===== src/pfx_pkg.sv =====
// Shared constants for the postfix expression evaluator.
// Stack sizing, status codes, character codes and operator codes.
// No dependencies.
package pfx_pkg;

    localparam int STACK_DEPTH = 16;
    localparam int ADDR_W      = (STACK_DEPTH > 1) ? $clog2(STACK_DEPTH) : 1;
    localparam int CNT_W       = $clog2(STACK_DEPTH + 1);

    localparam int DATA_W      = 32;
    localparam int STEP_W      = 5;   // divider step counter, 32 steps

    // status codes
    localparam logic [2:0] ST_OK        = 3'd0;
    localparam logic [2:0] ST_INVALID   = 3'd1;
    localparam logic [2:0] ST_UNDERFLOW = 3'd2;
    localparam logic [2:0] ST_LEFTOVER  = 3'd3;
    localparam logic [2:0] ST_EMPTY     = 3'd4;
    localparam logic [2:0] ST_DIVZERO   = 3'd5;
    localparam logic [2:0] ST_OVERFLOW  = 3'd6;

    // character codes
    localparam logic [7:0] CH_0     = 8'h30;
    localparam logic [7:0] CH_9     = 8'h39;
    localparam logic [7:0] CH_TAB   = 8'h09;
    localparam logic [7:0] CH_CR    = 8'h0D;
    localparam logic [7:0] CH_SPACE = 8'h20;
    localparam logic [7:0] CH_PLUS  = 8'h2B;
    localparam logic [7:0] CH_MINUS = 8'h2D;
    localparam logic [7:0] CH_STAR  = 8'h2A;
    localparam logic [7:0] CH_SLASH = 8'h2F;
    localparam logic [7:0] CH_PCT   = 8'h25;

    // operator codes
    localparam logic [2:0] OP_ADD = 3'd0;
    localparam logic [2:0] OP_SUB = 3'd1;
    localparam logic [2:0] OP_MUL = 3'd2;
    localparam logic [2:0] OP_DIV = 3'd3;
    localparam logic [2:0] OP_MOD = 3'd4;

endpackage


===== src/postfix_expression_evaluator.sv =====
// Postfix (RPN) expression evaluator: top level.
// Depends on pfx_pkg and pfx_ram (operand stack).
//
// Usage:
//   Slave channel carries one expression character per transaction in
//   tdata[7:0]; tlast high marks the end-of-expression transaction (its
//   tdata is ignored). Master channel returns one transaction per end
//   marker: tdata[31:0] = signed answer (zero on error), tuser[2:0] =
//   status (0 ok, 1 invalid char, 2 underflow, 3 leftover operands,
//   4 empty, 5 divide by zero, 6 overflow).
// Sequencing:
//   Digits, whitespace, invalid characters and any character after an
//   error are handled as they are accepted. + - * run accept, two stack
//   reads through the single RAM read port, then execute and push together.
//   An operator short of operands stops at the operand check, a divide by
//   zero at the execute step. / and % add the restoring divider, one quotient
//   bit per cycle (32 steps), then sign fixup and push. The end marker closes
//   any pending number, reads the bottom entry, then loads the result register.
//   tready is low while an item is in work.
// Reset (synchronous, active low) empties the stack, clears the number
// accumulator and error. The result register holds its transaction while
// the receiver stalls; the block keeps taking characters meanwhile and
// only the next end marker waits for the register to drain.
module postfix_expression_evaluator
    import pfx_pkg::*;
(
    input  logic        i_clk,
    input  logic        i_rst_n,
    // slave side
    input  logic        i_s_axis_tvalid,
    output logic        o_s_axis_tready,
    input  logic [7:0]  i_s_axis_tdata,   // [7:0] char_code
    input  logic        i_s_axis_tlast,   // action: end of expression
    // master side
    output logic        o_m_axis_tvalid,
    input  logic        i_m_axis_tready,
    output logic [31:0] o_m_axis_tdata,   // [31:0] answer
    output logic [2:0]  o_m_axis_tuser    // [2:0] status
);

    // sequencer states
    localparam logic [3:0] S_IDLE      = 4'd0;
    localparam logic [3:0] S_OP_RHS    = 4'd1;  // read top of stack
    localparam logic [3:0] S_OP_LHS    = 4'd2;  // read next, latch rhs
    localparam logic [3:0] S_EXEC      = 4'd3;  // add/sub/mul or divider start
    localparam logic [3:0] S_DIV       = 4'd4;  // one quotient bit per cycle
    localparam logic [3:0] S_DIV_DONE  = 4'd5;  // sign fixup, push
    localparam logic [3:0] S_END_CLOSE = 4'd6;  // close pending number
    localparam logic [3:0] S_END_READ  = 4'd7;  // read bottom entry
    localparam logic [3:0] S_END_OUT   = 4'd8;  // load result register

    logic [3:0]        r_state, n_state;
    logic [CNT_W-1:0]  r_cnt, n_cnt;
    logic [DATA_W-1:0] r_acc, n_acc;
    logic              r_in_num, n_in_num;
    logic [2:0]        r_err, n_err;
    logic [2:0]        r_op, n_op;
    logic [DATA_W-1:0] r_rhs, n_rhs;
    logic [DATA_W-1:0] r_quo, n_quo;
    logic [DATA_W-1:0] r_rem, n_rem;
    logic [DATA_W-1:0] r_dvs, n_dvs;
    logic [STEP_W-1:0] r_step, n_step;
    logic              r_neg_q, n_neg_q;
    logic              r_neg_r, n_neg_r;
    logic              r_m_valid, n_m_valid;
    logic [DATA_W-1:0] r_m_data, n_m_data;
    logic [2:0]        r_m_user, n_m_user;

    // stack RAM
    logic              ram_we;
    logic [ADDR_W-1:0] ram_waddr;
    logic [DATA_W-1:0] ram_wdata;
    logic [ADDR_W-1:0] ram_raddr;
    logic [DATA_W-1:0] ram_rdata;

    pfx_ram #(
        .WIDTH (DATA_W),
        .DEPTH (STACK_DEPTH)
    ) u_stack (
        .i_clk   (i_clk),
        .i_we    (ram_we),
        .i_waddr (ram_waddr),
        .i_wdata (ram_wdata),
        .i_raddr (ram_raddr),
        .o_rdata (ram_rdata)
    );

    // datapath helpers
    logic [CNT_W-1:0]  cnt_m1, cnt_m2;
    logic              push_req;
    logic [DATA_W-1:0] push_val;
    logic [7:0]        ch;
    logic [DATA_W-1:0] digit_val;
    logic [DATA_W-1:0] lhs_cur;
    logic [DATA_W-1:0] mul_lo;
    logic [DATA_W-1:0] abs_lhs, abs_rhs;
    logic [DATA_W:0]   rem_sh, rem_diff;
    logic [DATA_W-1:0] quo_s, rem_s;
    logic              accept_in;

    // lhs comes straight off the RAM read issued in S_OP_LHS; valid in S_EXEC
    assign lhs_cur   = ram_rdata;
    assign ch        = i_s_axis_tdata;
    assign accept_in = i_s_axis_tvalid && o_s_axis_tready;
    assign cnt_m1    = r_cnt - 1'b1;
    assign cnt_m2    = r_cnt - 2'd2;
    assign digit_val = {24'd0, ch - CH_0};
    assign mul_lo    = lhs_cur * r_rhs;
    assign abs_lhs   = lhs_cur[DATA_W-1] ? -lhs_cur : lhs_cur;
    assign abs_rhs   = r_rhs[DATA_W-1] ? -r_rhs : r_rhs;
    assign rem_sh    = {r_rem, r_quo[DATA_W-1]};
    assign rem_diff  = rem_sh - {1'b0, r_dvs};
    assign quo_s     = r_neg_q ? -r_quo : r_quo;
    assign rem_s     = r_neg_r ? -r_rem : r_rem;

    assign o_s_axis_tready = (r_state == S_IDLE);
    assign o_m_axis_tvalid = r_m_valid;
    assign o_m_axis_tdata  = r_m_data;
    assign o_m_axis_tuser  = r_m_user;

    always_comb begin
        n_state   = r_state;
        n_cnt     = r_cnt;
        n_acc     = r_acc;
        n_in_num  = r_in_num;
        n_err     = r_err;
        n_op      = r_op;
        n_rhs     = r_rhs;
        n_quo     = r_quo;
        n_rem     = r_rem;
        n_dvs     = r_dvs;
        n_step    = r_step;
        n_neg_q   = r_neg_q;
        n_neg_r   = r_neg_r;
        n_m_valid = r_m_valid && !i_m_axis_tready;
        n_m_data  = r_m_data;
        n_m_user  = r_m_user;
        push_req  = 1'b0;
        push_val  = r_acc;
        ram_raddr = cnt_m1[ADDR_W-1:0];

        case (r_state)
            S_IDLE: begin
                if (accept_in) begin
                    if (i_s_axis_tlast) begin
                        n_state = S_END_CLOSE;
                    end else if (r_err == ST_OK) begin
                        if (ch inside {[CH_0:CH_9]}) begin
                            n_acc    = (r_acc << 3) + (r_acc << 1) + digit_val;
                            n_in_num = 1'b1;
                        end else if (ch inside {[CH_TAB:CH_CR], CH_SPACE}) begin
                            push_req = r_in_num;
                            n_in_num = 1'b0;
                            n_acc    = '0;
                        end else if (ch inside {CH_PLUS, CH_MINUS, CH_STAR,
                                                CH_SLASH, CH_PCT}) begin
                            push_req = r_in_num;
                            n_in_num = 1'b0;
                            n_acc    = '0;
                            n_state  = S_OP_RHS;
                            case (ch)
                                CH_PLUS:  n_op = OP_ADD;
                                CH_MINUS: n_op = OP_SUB;
                                CH_STAR:  n_op = OP_MUL;
                                CH_SLASH: n_op = OP_DIV;
                                default:  n_op = OP_MOD;
                            endcase
                        end else begin
                            n_err = ST_INVALID;
                        end
                    end
                end
            end

            S_OP_RHS: begin
                // overflow from closing the number blocks the operator
                if (r_err != ST_OK) begin
                    n_state = S_IDLE;
                end else if (r_cnt < CNT_W'(2)) begin
                    n_err   = ST_UNDERFLOW;
                    n_state = S_IDLE;
                end else begin
                    ram_raddr = cnt_m1[ADDR_W-1:0];
                    n_state   = S_OP_LHS;
                end
            end

            S_OP_LHS: begin
                n_rhs     = ram_rdata;
                ram_raddr = cnt_m2[ADDR_W-1:0];
                n_cnt     = cnt_m2;
                n_state   = S_EXEC;
            end

            S_EXEC: begin
                // lhs_cur holds the read issued in S_OP_LHS
                n_state = S_IDLE;
                case (r_op)
                    OP_ADD: begin
                        push_req = 1'b1;
                        push_val = lhs_cur + r_rhs;
                    end
                    OP_SUB: begin
                        push_req = 1'b1;
                        push_val = lhs_cur - r_rhs;
                    end
                    OP_MUL: begin
                        push_req = 1'b1;
                        push_val = mul_lo;
                    end
                    default: begin
                        if (r_rhs == '0) begin
                            n_err = ST_DIVZERO;
                        end else begin
                            n_neg_q = lhs_cur[DATA_W-1] ^ r_rhs[DATA_W-1];
                            n_neg_r = lhs_cur[DATA_W-1];
                            n_quo   = abs_lhs;
                            n_rem   = '0;
                            n_dvs   = abs_rhs;
                            n_step  = '0;
                            n_state = S_DIV;
                        end
                    end
                endcase
            end

            S_DIV: begin
                if (!rem_diff[DATA_W]) begin
                    n_rem = rem_diff[DATA_W-1:0];
                    n_quo = {r_quo[DATA_W-2:0], 1'b1};
                end else begin
                    n_rem = rem_sh[DATA_W-1:0];
                    n_quo = {r_quo[DATA_W-2:0], 1'b0};
                end
                n_step = r_step + 1'b1;
                if (r_step == '1) begin
                    n_state = S_DIV_DONE;
                end
            end

            S_DIV_DONE: begin
                push_req = 1'b1;
                push_val = (r_op == OP_DIV) ? quo_s : rem_s;
                n_state  = S_IDLE;
            end

            S_END_CLOSE: begin
                push_req = (r_err == ST_OK) && r_in_num;
                n_in_num = 1'b0;
                n_acc    = '0;
                n_state  = S_END_READ;
            end

            S_END_READ: begin
                ram_raddr = '0;
                n_state   = S_END_OUT;
            end

            S_END_OUT: begin
                if (!r_m_valid || i_m_axis_tready) begin
                    n_m_valid = 1'b1;
                    n_m_data  = '0;
                    if (r_err != ST_OK) begin
                        n_m_user = r_err;
                    end else if (r_cnt == '0) begin
                        n_m_user = ST_EMPTY;
                    end else if (r_cnt > CNT_W'(1)) begin
                        n_m_user = ST_LEFTOVER;
                    end else begin
                        n_m_user = ST_OK;
                        n_m_data = ram_rdata;
                    end
                    n_cnt    = '0;
                    n_acc    = '0;
                    n_in_num = 1'b0;
                    n_err    = ST_OK;
                    n_state  = S_IDLE;
                end
            end

            default: begin
                n_state = S_IDLE;
            end
        endcase

        // shared push path: write at the count, or flag a full stack
        ram_we    = 1'b0;
        ram_waddr = r_cnt[ADDR_W-1:0];
        ram_wdata = push_val;
        if (push_req) begin
            if (r_cnt >= CNT_W'(STACK_DEPTH)) begin
                n_err = ST_OVERFLOW;
            end else begin
                ram_we = 1'b1;
                n_cnt  = r_cnt + 1'b1;
            end
        end
    end

    always_ff @(posedge i_clk) begin
        if (!i_rst_n) begin
            r_state   <= S_IDLE;
            r_cnt     <= '0;
            r_acc     <= '0;
            r_in_num  <= 1'b0;
            r_err     <= ST_OK;
            r_m_valid <= 1'b0;
        end else begin
            r_state   <= n_state;
            r_cnt     <= n_cnt;
            r_acc     <= n_acc;
            r_in_num  <= n_in_num;
            r_err     <= n_err;
            r_m_valid <= n_m_valid;
        end
    end

    always_ff @(posedge i_clk) begin
        r_op     <= n_op;
        r_rhs    <= n_rhs;
        r_quo    <= n_quo;
        r_rem    <= n_rem;
        r_dvs    <= n_dvs;
        r_step   <= n_step;
        r_neg_q  <= n_neg_q;
        r_neg_r  <= n_neg_r;
        r_m_data <= n_m_data;
        r_m_user <= n_m_user;
    end

endmodule


===== src/pfx_ram.sv =====
// Generic single-write, single-read RAM with registered read data.
// Used for the operand stack. No dependencies.
module pfx_ram #(
    parameter int WIDTH = 32,
    parameter int DEPTH = 16,
    localparam int AW = (DEPTH > 1) ? $clog2(DEPTH) : 1
) (
    input  logic             i_clk,
    input  logic             i_we,
    input  logic [AW-1:0]    i_waddr,
    input  logic [WIDTH-1:0] i_wdata,
    input  logic [AW-1:0]    i_raddr,
    output logic [WIDTH-1:0] o_rdata
);

    logic [WIDTH-1:0] r_mem [DEPTH];
    logic [WIDTH-1:0] r_rdata;

    always_ff @(posedge i_clk) begin
        if (i_we) begin
            r_mem[i_waddr] <= i_wdata;
        end
        r_rdata <= r_mem[i_raddr];
    end

    assign o_rdata = r_rdata;

endmodule

===== config.mk =====
export PLATFORM = sky130hd
export DESIGN_NAME = postfix_expression_evaluator
export DESIGN_NICKNAME = d
export VERILOG_FILES = /design/src/pfx_pkg.sv /design/src/postfix_expression_evaluator.sv /design/src/pfx_ram.sv
export SDC_FILE = /design/constraint.sdc
export NUM_CORES = 2
export LEC_CHECK = 0
export BUFFER_PORTS_ARGS = -buffer_cell sky130_fd_sc_hd__buf_4
export CORE_MARGIN = 3
export CORE_UTILIZATION = 35
export DETAILED_ROUTE_END_ITERATION = 8
export SYNTH_ARGS = -nofsm -noshare
export SYNTH_HDL_FRONTEND = slang
export SYNTH_SLANG_ARGS = --single-unit

===== constraint.sdc =====
create_clock -name i_clk -period 8.65 [get_ports i_clk]
set_input_delay 0.4325 -clock i_clk [delete_from_list [all_inputs] [get_ports i_clk]]
set_output_delay 0.4325 -clock i_clk [all_outputs]
set_load 0.01 [all_outputs]

==> flow_summary.yaml <==
logic_synthesis:
  synth_area_leaders: "edfxtp_1 37%, fa_1 15%, ha_1 5.9%"
  yosys.area.top_type: "edfxtp_1"
  synth_commonest_cells: "712 x nand2_1, 685 x edfxtp_1, 480 x inv_1, 467 x and2_1, 416 x fa_1"
  syn_inst: 5250
  syn_area_per_cell_um2: 10.4
  synth_seq_area_share: 0.403
  synth_edf_count: 685
  synthDistinctLibCells: 86
  ys_ff_latch: 763
  ys.flop_type: "edfxtp_1"
  yosys_warnings: 0
  synth_nets: 5937
  synth_top_area_frac: 0.375
  yosysMostFrequentCell: "nand2_1"
  synth_area_um2: 54900
  synthArstFlopShare: 0
setup_path:
  cp_cell_sequence: "buf_4, and2_1, fa_1, inv_1, fa_1, fa_1, fa_1, inv_1, ha_1, ha_1, fa_1, fa_1, ha_1, o21a_1, o21ai_0, a21o_1, a41o_1, o31a_1, o31ai_1, mux2i_1, o31ai_1, a211o_1"
  worstPathArrival_ns: 8.59
  required_ns: 8.95
  crit_path_max_fanout: 18
  critPathMaxStageDelay_ns: 1.03
  crit_path_frequent_cell: "fa_1"
  cp_slowest_cell: "dfxtp_1"
  worstSetupEndpointType: "register"
  startpoint_type: "register"
  criticalPathCategory: "reg2reg"
floorplanning:
  core_area_um2: 155000
  rows: 144
  start_util: 0.354
  die_width_um: 402
  die_h_um: 402
  io_pins: 50
  die-area_um2: 162000
job:
  cap_violations: 0
clock_tree:
  cts_buffer_depth: 3
  cts_buffers: 85
  clk_latency_ns: 0.70
  path_clk_slew_ns: 0.06
  cts_tree: "done"
  root_buffer: "clkbuf_16"
  cts_max_level: 3
  clock-sinks: 763
  postCtsSetupBuffers: 0
detailed_routing:
  ant_nets: 0
  post_drt_wl_per_cell_um: 23.0
  drc_errors: 0
  routed_wirelength_mm: 169
  viasPerCell: 5.44
  dr_total_vias: 40000
  drtIter0Drc: 3759
  firstDrtPassIters: 5
placed_design:
  portBuffers: 49
  dp_hpwl_mm: 119
  dp_slack_ns: 0.472
  place.gp.congestion: 0.962
timing:
  skew_ns: 0.0542
  hold_ws_ns: 0.0592
  fin_crit_ns: 8.29
  timing_hold_violations_final: 0
  fin_crit_sh: 0.958
  final_max_slew_viol_count: 0
  fin_setup_tns_ns: 0
  max_freq_mhz: 121
  rsz0062_at_grt: "false"
  worst_pin_slew_ns: 1.28
  setup_slack_ns: 0.360
  max-slew-margin-rel: 0.147
  finalSetupViolCount: 0
global_route:
  grtUsageTotal: 0.206
  antenna_found_initial: 5
  grt_pass1_vias: 39400
  grt_pass1_wl_mm: 254
  grt_overflow_total: 0
  grt_max_degree: 192
layout:
  nets: 5920
  layout-drive-gt1-share: 0.0741
  area_growth_pct: 10.9
worst_hold_path:
  hold_class: "in2reg"
outcome:
  status: "finished, final reports clean"
## timing repair
item                                   4_1_cts  5_1_grt
endpoints found under the hold margin        1        0
hold buffers                                 1        0
gates resized for setup                      0        0
## per-stage QoR
stage               area (µm²)   util  instances
floorplan                54900      -       5250
global placement         58000  0.375       7189
detailed placement       58000  0.375       7189
CTS                      60800  0.392       7349
global route             60800  0.392       7349
finish                   60800  0.393       7354
## worst paths after layout
kind | start | end | slack (ns) | depth (start not counted)
max reg2reg | u_stack.o_rdata[8]$_DFF_P_ | u_stack.r_mem[8][26]$_DFFE_PP_ | 0.36 | 22
min reg2reg | r_acc[31]$_SDFFE_PN0P_ | r_acc[31]$_SDFFE_PN0P_ | 0.51 | 2
min | i_s_axis_tdata[0] | r_acc[0]$_SDFFE_PN0P_ | 0.06 | 3
max | u_stack.o_rdata[8]$_DFF_P_ | u_stack.r_mem[8][26]$_DFFE_PP_ | 0.36 | 22
## cell type report
| cell class | count | area, µm² |
|---|---|---|
| Inverter | 482 | 1810 |
| Timing Repair Buffer | 200 | 1580 |
| Clock buffer | 106 | 2260 |
| Multi-Input combinational cell | 3701 | 30000 |
| Clock inverter | 53 | 502 |
| Antenna cell | 5 | 12.5 |
| Tap cell | 2044 | 2560 |
| Fill cell | 15000 | 94100 |
| Sequential cell | 763 | 22100 |
## registers in the layout, indices dropped and copies added (netlist names)
| signal | cells |
|---|---|
| u_stack.r_mem | 512 |
| o_m_axis_tdata | 32 |
| r_acc | 32 |
| r_dvs | 32 |
| r_quo | 32 |
| r_rem | 32 |
| r_rhs | 32 |
| u_stack.o_rdata | 32 |
| r_cnt | 5 |
| r_step | 5 |
| r_state | 4 |
| o_m_axis_tuser | 3 |
| r_err | 3 |
| r_op | 3 |
| o_m_axis_tvalid | 1 |
| r_in_num | 1 |
| r_neg_q | 1 |
| r_neg_r | 1 |
## per-layer routing
layer | vias up | global-route usage | share of wire | wire (µm)
li1 | 18200 | - | - | -
met1 | 20200 | 0.274 | 0.43 | 72200
met2 | 1315 | 0.340 | 0.47 | 80200
met3 | 281 | 0.0270 | 0.059 | 9920
met4 | 2 | 0.0836 | 0.042 | 7040
met5 | - | 0 | 0.00011 | 19
## cells by family after synthesis
family                   after synthesis  share of synthesized area
AND/OR/NAND/NOR                     1644                      0.147
flip-flops                           763                      0.403
buffers and inverters                786                     0.0541
adder cells (fa/ha/maj)              674                      0.211
AO/OA/AOI/OAI                       1051                      0.131
XOR/XNOR                             300                     0.0479
multiplexers                          32                    0.00586
## worst max-delay path, delay by kind of cell (launching register included)
kind | cells | cell delay (ns)
adder cells (fa/ha/maj) | 9 | 3.70
flip-flops | 1 | 1.03
AO/OA/AOI/OAI | 8 | 2.19
AND/OR/NAND/NOR | 1 | 0.17
buffers and inverters | 3 | 0.44
multiplexers | 1 | 0.37
## placed cells by master, fill, tap and decap left out, types with 13 or more instances in the layout
master,n
mux2i_1,31
fa_1,416
o21bai_1,14
a311oi_1,66
or3_1,23
o21a_1,36
nor4_1,16
nor2_4,13
a22oi_1,26
clkbuf_16,86
nand2b_1,29
and2_0,15
dfxtp_1,75
o22ai_1,15
nand3_1,42
xor2_1,135
ha_1,258
nor3_1,55
nand2_1,712
a211oi_1,188
clkbuf_1,17
nor2b_1,13
buf_4,193
o21ai_0,162
nor2_1,163
a31oi_1,78
inv_1,479
clkinv_1,21
xnor2_1,165
edfxtp_1,685
or4_1,22
o211ai_1,28
o41ai_1,22
clkinv_2,14
a21o_1,58
o31ai_1,53
and3_1,14
and2_1,467
a21oi_1,180
Power is left out: the tool's default activity adds up to more than one toggle a clock period on the data nets, which glitch-free logic cannot reach.
